--- src/rtl/i2cbs_pkg.sv ---
// Shared types and constants of the I2C master byte sequencer.
// No dependencies; every other file of the block imports it.
package i2cbs_pkg;

  localparam int unsigned CfgIdxW  = 3;
  localparam int unsigned CfgDataW = 8;

  typedef enum logic [2:0] {
    CMD_START   = 3'd0,
    CMD_RESTART = 3'd1,
    CMD_WRITE   = 3'd2,
    CMD_READ    = 3'd3,
    CMD_STOP    = 3'd4
  } cmd_e;

  typedef enum logic [CfgIdxW-1:0] {
    CFG_BUS_FREE      = 3'd0,
    CFG_START_HOLD    = 3'd1,
    CFG_RESTART_SETUP = 3'd2,
    CFG_DATA_HOLD     = 3'd3,
    CFG_CLOCK_LOW     = 3'd4,
    CFG_CLOCK_HIGH    = 3'd5,
    CFG_STOP_SETUP    = 3'd6
  } cfg_idx_e;

  typedef struct packed {
    logic [2:0] cmd;
    logic [7:0] data_byte;
    logic       ack_flag;
    logic [7:0] sampled_bits;
    logic       sampled_ack;
  } in_item_t;

  typedef struct packed {
    logic       scl_release;
    logic       sda_release;
    logic [7:0] hold_us;
    logic       sample_point;
    logic       last;
    logic [7:0] read_byte;
    logic       acked;
  } out_item_t;

  // Command as it travels from the front to the back.
  typedef struct packed {
    cmd_e       kind;
    logic [7:0] data_byte;
    logic       ack_flag;
    logic [7:0] sampled_bits;
    logic       sampled_ack;
  } cmd_item_t;

  typedef struct packed {
    logic [7:0] bus_free_us;
    logic [7:0] start_hold_us;
    logic [7:0] restart_setup_us;
    logic [7:0] data_hold_us;
    logic [7:0] clock_low_us;
    logic [7:0] clock_high_us;
    logic [7:0] stop_setup_us;
  } cfg_t;

  localparam cfg_t CfgReset = '{
    bus_free_us:      8'd5,
    start_hold_us:    8'd4,
    restart_setup_us: 8'd5,
    data_hold_us:     8'd1,
    clock_low_us:     8'd5,
    clock_high_us:    8'd4,
    stop_setup_us:    8'd4
  };

endpackage

--- src/rtl/i2cbs_front.sv ---
// Front end: accepts bus commands, drops unused codes, queues the rest.
// Depends on i2cbs_pkg.
module i2cbs_front #(
  parameter int unsigned Depth = 4
) (
  input  logic                clk_i,
  input  logic                rst_ni,
  input  logic                push,
  output logic                full,
  input  i2cbs_pkg::in_item_t in_item_i,
  output logic                cmd_valid_o,
  input  logic                cmd_take_i,
  output i2cbs_pkg::cmd_item_t cmd_item_o
);
  import i2cbs_pkg::*;

  localparam int unsigned PtrW = (Depth > 1) ? $clog2(Depth) : 1;
  localparam int unsigned CntW = $clog2(Depth + 1);

  cmd_item_t           mem_q [Depth];
  logic [PtrW-1:0]     wr_ptr_q, rd_ptr_q;
  logic [CntW-1:0]     count_q;
  logic                legal;
  logic                wr_en, rd_en;

  always_comb begin
    unique case (in_item_i.cmd) inside
      CMD_START, CMD_RESTART, CMD_WRITE, CMD_READ, CMD_STOP: legal = 1'b1;
      default:                                                legal = 1'b0;
    endcase
  end

  assign full        = (count_q == CntW'(Depth));
  assign wr_en       = push && !full && legal;
  assign cmd_valid_o = (count_q != '0);
  assign rd_en       = cmd_take_i && cmd_valid_o;
  assign cmd_item_o  = mem_q[rd_ptr_q];

  always_ff @(posedge clk_i) begin
    if (wr_en) begin
      mem_q[wr_ptr_q] <= '{
        kind:         cmd_e'(in_item_i.cmd),
        data_byte:    in_item_i.data_byte,
        ack_flag:     in_item_i.ack_flag,
        sampled_bits: in_item_i.sampled_bits,
        sampled_ack:  in_item_i.sampled_ack
      };
    end
  end

  always_ff @(posedge clk_i or negedge rst_ni) begin
    if (!rst_ni) begin
      wr_ptr_q <= '0;
      rd_ptr_q <= '0;
      count_q  <= '0;
    end else begin
      if (wr_en) begin
        wr_ptr_q <= (wr_ptr_q == PtrW'(Depth - 1)) ? '0 : wr_ptr_q + 1'b1;
      end
      if (rd_en) begin
        rd_ptr_q <= (rd_ptr_q == PtrW'(Depth - 1)) ? '0 : rd_ptr_q + 1'b1;
      end
      if (wr_en && !rd_en) begin
        count_q <= count_q + 1'b1;
      end else if (rd_en && !wr_en) begin
        count_q <= count_q - 1'b1;
      end
    end
  end

endmodule

--- src/rtl/i2cbs_back.sv ---
// Back end: walks the pin segments of one command per request, one a cycle
// if the result queue has room. Uses i2cbs_pkg; holds stored SCL/SDA levels.
module i2cbs_back (
  input  logic                 clk_i,
  input  logic                 rst_ni,
  input  i2cbs_pkg::cfg_t      cfg_i,
  input  logic                 cmd_valid_i,
  output logic                 cmd_take_o,
  input  i2cbs_pkg::cmd_item_t cmd_item_i,
  output logic                 seg_push_o,
  input  logic                 seg_full_i,
  output i2cbs_pkg::out_item_t seg_o
);
  import i2cbs_pkg::*;

  typedef enum logic [2:0] {
    P_IDLE,
    P_FIXED,
    P_HEAD,
    P_BIT,
    P_ACK,
    P_TAIL
  } phase_e;

  phase_e     phase_q, phase_d;
  logic [1:0] cnt_q, cnt_d;
  logic [2:0] bitn_q, bitn_d;
  logic       scl_q, sda_q;
  cmd_item_t  item_q;

  logic       is_wr, is_rd, is_stop, bit_val, last_bit;
  logic       scl, sda, smp, last, emit, done;
  logic [7:0] hold, low_wr;

  assign is_wr    = (item_q.kind == CMD_WRITE);
  assign is_rd    = (item_q.kind == CMD_READ);
  assign is_stop  = (item_q.kind == CMD_STOP);
  assign bit_val  = item_q.data_byte[~bitn_q];
  assign last_bit = (bitn_q == 3'd7);
  assign low_wr   = (cfg_i.clock_low_us > cfg_i.data_hold_us) ?
                    cfg_i.clock_low_us - cfg_i.data_hold_us : 8'd0;

  // Segment decode.
  always_comb begin
    scl  = scl_q;
    sda  = sda_q;
    hold = 8'd0;
    smp  = 1'b0;
    last = 1'b0;
    unique case (phase_q)
      P_FIXED: begin
        case (cnt_q)
          2'd0: sda = !is_stop;
          2'd1: begin
            scl  = 1'b1;
            sda  = !is_stop;
            hold = is_stop ? cfg_i.stop_setup_us :
                   (item_q.kind == CMD_RESTART) ? cfg_i.restart_setup_us :
                   cfg_i.bus_free_us;
          end
          2'd2: begin
            scl  = 1'b1;
            sda  = is_stop;
            hold = is_stop ? 8'd0 : cfg_i.start_hold_us;
            last = is_stop;
          end
          default: begin
            scl  = 1'b0;
            sda  = 1'b0;
            last = 1'b1;
          end
        endcase
      end
      P_HEAD: begin
        if (is_wr) begin
          hold = cfg_i.data_hold_us;
        end else begin
          sda = 1'b1;
        end
      end
      P_BIT: begin
        if (is_wr) begin
          sda = bit_val;
          case (cnt_q)
            2'd0: hold = low_wr;
            2'd1: begin
              scl  = 1'b1;
              hold = cfg_i.clock_high_us;
            end
            default: begin
              scl  = 1'b0;
              hold = last_bit ? 8'd0 : cfg_i.data_hold_us;
              last = last_bit && !item_q.ack_flag;
            end
          endcase
        end else begin
          sda = 1'b1;
          if (cnt_q == 2'd0) begin
            scl  = 1'b1;
            hold = cfg_i.clock_high_us;
            smp  = 1'b1;
          end else begin
            scl  = 1'b0;
            hold = cfg_i.clock_low_us;
          end
        end
      end
      P_ACK: begin
        if (is_wr) begin
          sda = 1'b1;
          case (cnt_q)
            2'd0: begin
              scl  = 1'b0;
              hold = cfg_i.clock_low_us;
            end
            2'd1: begin
              scl  = 1'b1;
              hold = cfg_i.clock_high_us;
              smp  = 1'b1;
            end
            default: begin
              scl  = 1'b0;
              last = 1'b1;
            end
          endcase
        end else begin
          scl = 1'b0;
          sda = 1'b0;
        end
      end
      P_TAIL: begin
        if (cnt_q == 2'd0) begin
          scl  = 1'b1;
          hold = cfg_i.clock_high_us;
        end else begin
          scl  = 1'b0;
          hold = cfg_i.clock_low_us;
          last = 1'b1;
        end
      end
      default: ;
    endcase
  end

  assign emit       = (phase_q != P_IDLE) && !seg_full_i;
  assign done       = emit && last;
  assign seg_push_o = emit;
  assign cmd_take_o = cmd_valid_i && ((phase_q == P_IDLE) || done);

  assign seg_o = '{
    scl_release:  scl,
    sda_release:  sda,
    hold_us:      hold,
    sample_point: smp,
    last:         last,
    read_byte:    (last && is_rd) ? item_q.sampled_bits : 8'd0,
    acked:        last && is_wr && item_q.ack_flag && !item_q.sampled_ack
  };

  // Sequencing.
  always_comb begin
    phase_d = phase_q;
    cnt_d   = cnt_q;
    bitn_d  = bitn_q;
    if (emit && !last) begin
      unique case (phase_q)
        P_HEAD: begin
          phase_d = P_BIT;
          cnt_d   = 2'd0;
          bitn_d  = 3'd0;
        end
        P_BIT: begin
          if (cnt_q != (is_wr ? 2'd2 : 2'd1)) begin
            cnt_d = cnt_q + 2'd1;
          end else if (!last_bit) begin
            cnt_d  = 2'd0;
            bitn_d = bitn_q + 3'd1;
          end else begin
            cnt_d   = 2'd0;
            phase_d = item_q.ack_flag ? P_ACK : P_TAIL;
          end
        end
        P_ACK: begin
          if (is_wr) begin
            cnt_d = cnt_q + 2'd1;
          end else begin
            cnt_d   = 2'd0;
            phase_d = P_TAIL;
          end
        end
        default: cnt_d = cnt_q + 2'd1;
      endcase
    end else if (done) begin
      phase_d = P_IDLE;
    end
    if (cmd_take_o) begin
      cnt_d   = 2'd0;
      phase_d = ((cmd_item_i.kind == CMD_WRITE) || (cmd_item_i.kind == CMD_READ)) ?
                P_HEAD : P_FIXED;
    end
  end

  always_ff @(posedge clk_i) begin
    if (cmd_take_o) begin
      item_q <= cmd_item_i;
    end
  end

  always_ff @(posedge clk_i or negedge rst_ni) begin
    if (!rst_ni) begin
      phase_q <= P_IDLE;
      cnt_q   <= 2'd0;
      bitn_q  <= 3'd0;
      scl_q   <= 1'b1;
      sda_q   <= 1'b1;
    end else begin
      phase_q <= phase_d;
      cnt_q   <= cnt_d;
      bitn_q  <= bitn_d;
      if (emit) begin
        scl_q <= scl;
        sda_q <= sda;
      end
    end
  end

endmodule

--- src/rtl/i2cbs_seg_fifo.sv ---
// Two-entry result queue between the back end and the result port.
// Depends on i2cbs_pkg.
module i2cbs_seg_fifo (
  input  logic                 clk_i,
  input  logic                 rst_ni,
  input  logic                 push_i,
  output logic                 full_o,
  input  i2cbs_pkg::out_item_t item_i,
  output logic                 empty,
  input  logic                 pop,
  output i2cbs_pkg::out_item_t item_o
);
  import i2cbs_pkg::*;

  out_item_t  mem_q [2];
  logic       wr_ptr_q, rd_ptr_q;
  logic [1:0] count_q;
  logic       wr_en, rd_en;

  assign full_o = (count_q == 2'd2);
  assign empty  = (count_q == 2'd0);
  assign wr_en  = push_i && !full_o;
  assign rd_en  = pop && !empty;
  assign item_o = mem_q[rd_ptr_q];

  always_ff @(posedge clk_i) begin
    if (wr_en) begin
      mem_q[wr_ptr_q] <= item_i;
    end
  end

  always_ff @(posedge clk_i or negedge rst_ni) begin
    if (!rst_ni) begin
      wr_ptr_q <= 1'b0;
      rd_ptr_q <= 1'b0;
      count_q  <= 2'd0;
    end else begin
      if (wr_en) begin
        wr_ptr_q <= !wr_ptr_q;
      end
      if (rd_en) begin
        rd_ptr_q <= !rd_ptr_q;
      end
      if (wr_en && !rd_en) begin
        count_q <= count_q + 2'd1;
      end else if (rd_en && !wr_en) begin
        count_q <= count_q - 2'd1;
      end
    end
  end

endmodule

--- src/rtl/i2c_master_byte_sequencer_top.sv ---
// Top level of the I2C master byte sequencer: timing registers and the
// front end, back end and result queue. Depends on i2cbs_pkg.
//
// Each bus command (start, repeated start, write byte, read byte, stop) is
// pushed as one request and comes out as its run of pin segments, one result
// request per segment, popped from the result queue. The back end produces one
// segment per clock cycle while the result queue has room. Start and repeated
// start have 4 segments, stop 3, a write 25 without ACK or 28 with, a read 19
// or 20. That segment sequencer sets the rate; a command queue of CMD_DEPTH
// entries in front of it lets the next command be pushed while the current
// one runs, and the sequencer moves on to it with no gap. Unused command codes
// are accepted and dropped and never reach the back end. The user must write
// timing registers through the cfg port only while the block is idle; the
// block does not enforce it, and an index past the last register is ignored.
module i2c_master_byte_sequencer_top #(
  parameter int unsigned CMD_DEPTH = 4
) (
  input  logic                                clk_i,
  input  logic                                rst_ni,
  // command side
  input  logic                                push,
  output logic                                full,
  input  i2cbs_pkg::in_item_t                 in_item_i,
  // segment side
  output logic                                empty,
  input  logic                                pop,
  output i2cbs_pkg::out_item_t                out_item_o,
  // timing registers
  input  logic                                cfg_we_i,
  input  logic [i2cbs_pkg::CfgIdxW-1:0]       cfg_idx_i,
  input  logic [i2cbs_pkg::CfgDataW-1:0]      cfg_wdata_i
);
  import i2cbs_pkg::*;

  cfg_t      cfg_q;
  logic      cmd_valid, cmd_take;
  cmd_item_t cmd_item;
  logic      seg_push, seg_full;
  out_item_t seg;

  // Timing register file; hold values between writes.
  always_ff @(posedge clk_i or negedge rst_ni) begin
    if (!rst_ni) begin
      cfg_q <= CfgReset;
    end else if (cfg_we_i) begin
      unique case (cfg_idx_e'(cfg_idx_i))
        CFG_BUS_FREE:      cfg_q.bus_free_us      <= cfg_wdata_i;
        CFG_START_HOLD:    cfg_q.start_hold_us    <= cfg_wdata_i;
        CFG_RESTART_SETUP: cfg_q.restart_setup_us <= cfg_wdata_i;
        CFG_DATA_HOLD:     cfg_q.data_hold_us     <= cfg_wdata_i;
        CFG_CLOCK_LOW:     cfg_q.clock_low_us     <= cfg_wdata_i;
        CFG_CLOCK_HIGH:    cfg_q.clock_high_us    <= cfg_wdata_i;
        CFG_STOP_SETUP:    cfg_q.stop_setup_us    <= cfg_wdata_i;
        default: ; // drop writes past the register list
      endcase
    end
  end

  // Accept and classify commands; queue the legal ones.
  i2cbs_front #(
    .Depth (CMD_DEPTH)
  ) u_front (
    .clk_i       (clk_i),
    .rst_ni      (rst_ni),
    .push        (push),
    .full        (full),
    .in_item_i   (in_item_i),
    .cmd_valid_o (cmd_valid),
    .cmd_take_i  (cmd_take),
    .cmd_item_o  (cmd_item)
  );

  // Advance through the segments of each command.
  i2cbs_back u_back (
    .clk_i       (clk_i),
    .rst_ni      (rst_ni),
    .cfg_i       (cfg_q),
    .cmd_valid_i (cmd_valid),
    .cmd_take_o  (cmd_take),
    .cmd_item_i  (cmd_item),
    .seg_push_o  (seg_push),
    .seg_full_i  (seg_full),
    .seg_o       (seg)
  );

  // Hold finished segments until popped.
  i2cbs_seg_fifo u_seg_fifo (
    .clk_i  (clk_i),
    .rst_ni (rst_ni),
    .push_i (seg_push),
    .full_o (seg_full),
    .item_i (seg),
    .empty  (empty),
    .pop    (pop),
    .item_o (out_item_o)
  );

endmodule

--- config.mk ---
export PLATFORM = sky130hd
export DESIGN_NAME = i2c_master_byte_sequencer_top
export DESIGN_NICKNAME = d
export VERILOG_FILES = /design/src/rtl/i2cbs_pkg.sv /design/src/rtl/i2cbs_front.sv /design/src/rtl/i2cbs_back.sv /design/src/rtl/i2cbs_seg_fifo.sv /design/src/rtl/i2c_master_byte_sequencer_top.sv
export SDC_FILE = /design/constraint.sdc
export NUM_CORES = 1
export LEC_CHECK = 0
export ABC_AREA = 1
export ABC_CLOCK_PERIOD_IN_PS = 4000
export BUFFER_PORTS_ARGS = -buffer_cell sky130_fd_sc_hd__clkbuf_2
export CAP_MARGIN = 20
export CORE_MARGIN = 2
export CORE_UTILIZATION = 27
export DETAILED_ROUTE_END_ITERATION = 12
export GPL_ROUTABILITY_DRIVEN = 0
export SYNTH_ARGS = -nofsm -noshare
export SYNTH_HDL_FRONTEND = slang
export SYNTH_HIERARCHICAL = 1
export SYNTH_SLANG_ARGS = --single-unit
--- constraint.sdc ---
create_clock -name clk_i -period 4 [get_ports clk_i]
set_input_delay 0.8 -clock clk_i [delete_from_list [all_inputs] [get_ports clk_i]]
set_output_delay 0.8 -clock clk_i [all_outputs]
set_load 0.05 [all_outputs]
==> results.yml <==
synth:
  yosysWarnings: 6
  syn_avg_cell_area_um2: 9.51
  synth-seq-area-share: 0.588
  synthesis.area_um2: 10800
  ys_seq_elements: 224
  ys_async_sr_fraction: 0.344
  postSynthCellCount: 1137
  synth_edf_count: 147
  synth_ff_type: "edfxtp_1"
  synth_nets: 1198
  ys_types: 53
critical_path:
  r2r-start: "u_back/cnt_q[1]"
  critical_path_required_ps: 4420
  r2r_cells: 19
  arrival_ps: 3730
  startpoint_type: "flop"
  endpoint_kind: "flop"
  crit_fanout: 18
  path_class: "reg -> reg"
  crit_start: "u_back/cnt_q[1]"
grt:
  grt_usage: 0.125
  grt_max_degree: 78
  grt_pass1_wl_um: 41900
  grt_pass1_vias: 7738
  globalRouteOverflowTotal: 0
  antenna_found_initial: 0
layout:
  seqCellArea_um2: 6360
  syn2layout_area_growth_pct: 14.6
  fin_nets: 1263
  layout-drive-gt1-share: 0.143
  fillers: 4116
  multi_input_area_um2: 3800
sta:
  clock.fmax_ghz: 0.302
  post-route-min-period_ps: 3320
  drv_slew: 0
  whs_ps: 95.0
  rsz0062_at_grt: "no"
  hold_viol: 0
  finalClockSkew_ps: 23.4
  slew_headroom: 0.334
  fin_setup_tns_ps: 0
  worstMarginPinSlew_ps: 999
  period_share: 0.829
  setup_viol: 0
route:
  drt-wirelength-per-cell_um: 14.8
  viasPerCell: 4.51
  route.detailed.drc: 0
  drt-initial-drc-count: 535
  drt-pass1-iter-count: 5
  vias: 7857
  wl_um: 25800
  antenna_left: 0
clock_tree:
  root_buffer: "clkbuf_16"
  ctsLongestPathBuffers: 3
  cts_resized: 0
  tritoncts: "built"
  holdBufCountCts: 0
  clk_pin_slew_ps: 70
  clock_latency_ps: 530
  numClockSinks: 224
  cts_inserted_buffers: 24
  post-cts-setup-buffers: 0
  cts-htree-levels: 1
floorplanning:
  num_rows: 73
  die_w_um: 204
  initial_core_util: 0.273
  core_um2: 39600
  io_pins: 60
  dieArea_um2: 41700
  die_y_um: 204
power:
  p_leak_nw: 5.40
  p_per_area_nw_per_um2: 795
  ir_drop_v: 0.000287
placement:
  hpwl_um: 17600
  io_buffers: 59
status:
  status: "completed"
min_path:
  worstHoldPathType: "in -> async"
job:
  maxCapViolCount: 0
==> path summary, 6_finish.rpt <==
kind / to / slack, ps
min reg2reg: cfg_q[50] / 470
min in group clk_i: cfg_q[50] / 470
min: cfg_q[38] / 90
max reg2reg: u_front/count_q[2] / 680
max in group asynchronous: cfg_q[18] / 3290
max: u_front/count_q[2] / 680
==> cells in the mapped netlist, drive strengths merged, types with 3 or more instances <==
cell type | instances | share of area
a21oi | 26 | 0.013
a221oi | 3 | 0.0024
buf | 27 | 0.019
clkbuf | 6 | 0.0034
dfrtp | 65 | 0.15
dfstp | 12 | 0.029
edfxtp | 147 | 0.41
ha | 22 | 0.025
inv | 108 | 0.038
nand2 | 398 | 0.14
nand3 | 81 | 0.040
nand3b | 3 | 0.0021
nand4 | 7 | 0.0066
nor2 | 93 | 0.040
nor3 | 3 | 0.0029
o211ai | 10 | 0.0069
o21ai | 85 | 0.040
o22ai | 22 | 0.013
or2 | 3 | 0.0017
xnor2 | 3 | 0.0024
==> per-stage QoR <==
stage               power [mW]  std cells   util  setup WS [ps]  instance area, um2
floorplan                 6.79       1137      -            863               10800
global placement          7.73       1700  0.293            840               11600
CTS                       9.93       1740  0.312            713               12400
finish                    9.85       1742  0.313            683               12400
detailed placement        7.81       1700  0.293            730               11600
global route              10.6       1741  0.312            470               12400
==> flip-flops by register name, summed over array words and instances (netlist names) <==
| signal | count |
|---|---|
| u_front/count_q | 3 |
| u_seg_fifo/mem_q | 42 |
| u_back/phase_q | 3 |
| u_seg_fifo/wr_ptr_q | 1 |
| u_back/cnt_q | 2 |
| u_front/wr_ptr_q | 2 |
| u_back/scl_q | 1 |
| u_seg_fifo/count_q | 2 |
| cfg_q | 56 |
| u_back/bitn_q | 3 |
| u_back/sda_q | 1 |
| u_front/rd_ptr_q | 2 |
| u_front/mem_q | 84 |
| u_back/item_q | 21 |
| u_seg_fifo/rd_ptr_q | 1 |
==> cell families (layout without fill, tap and decap cells) <==
family / after synthesis / after routing / synth area share
other cells: 0 / 1 / 0
compound gates: 152 / 152 / 0.0801
buf+inv: 143 / 222 / 0.0617
simple gates: 589 / 589 / 0.237
fa+ha+maj: 24 / 24 / 0.0292
xor+xnor: 5 / 5 / 0.00405
flops: 224 / 224 / 0.588
==> metal layers <==
layer	global-route usage	up-vias	routed length, um
met5	0	-	0
met4	0.0386	0	659
met3	0.0199	46	1460
met2	0.210	195	12200
met1	0.166	3702	11600
li1	-	3914	-
==> power by group <==
| part | total, mW | internal (mW) | switching, mW |
|---|---|---|---|
| logic | 4.03 | 1.12 | 2.92 |
| clock network | 2.09 | 1.20 | 0.890 |
| registers | 3.72 | 3.35 | 0.365 |
| total | 9.85 | 5.67 | 4.17 |
==> layout make-up <==
| class | instances | share of cell area |
|---|---|---|
| multi-input cells | 770 | 0.307 |
| clock inverters | 9 | 0.00707 |
| well taps | 525 | 0.0530 |
| inverters | 110 | 0.0340 |
| repair buffers | 72 | 0.0335 |
| flip-flops and latches | 224 | 0.513 |
| clock buffers | 31 | 0.0522 |
| diodes | 1 | 0.000202 |
==> cells in the final DEF (no fill, tap or decap), types with 4 or more instances in the layout <==
master | synthesis | final
nand4_1 | 4 | 4
a21oi_1 | 25 | 25
dfrtp_1 | 65 | 65
nand3_1 | 76 | 76
inv_1 | 99 | 99
buf_4 | 8 | 13
nor2_2 | 10 | 14
nand3_2 | 4 | 4
o21ai_0 | 54 | 54
ha_1 | 22 | 22
clkinv_2 | 1 | 4
nor2_4 | 5 | 5
nand2_4 | 6 | 6
clkbuf_1 | 4 | 5
o211ai_1 | 10 | 10
nor2_1 | 77 | 73
nand2_1 | 387 | 387
clkbuf_2 | 0 | 58
edfxtp_1 | 147 | 147
nand2_2 | 5 | 5
o22ai_1 | 21 | 21
inv_2 | 8 | 8
o21ai_1 | 29 | 29
clkbuf_16 | 0 | 24
dfstp_2 | 12 | 12
==> worst max-delay path, cell delays in order (launching register included) <==
cell,delay [ps]
dfrtp_1,410
inv_1,150
ha_1,730
nor2_8,100
inv_2,120
nand2_1,50
nand3_1,130
nand3_2,160
nand2_2,90
nand2_2,70
nand2_4,90
inv_1,60
nand2_1,130
ha_1,190
inv_1,70
fa_1,380
nand2_1,100
nand3_1,70
nand2_1,60
nand2_1,50
Power figures use the tool's default switching activity.
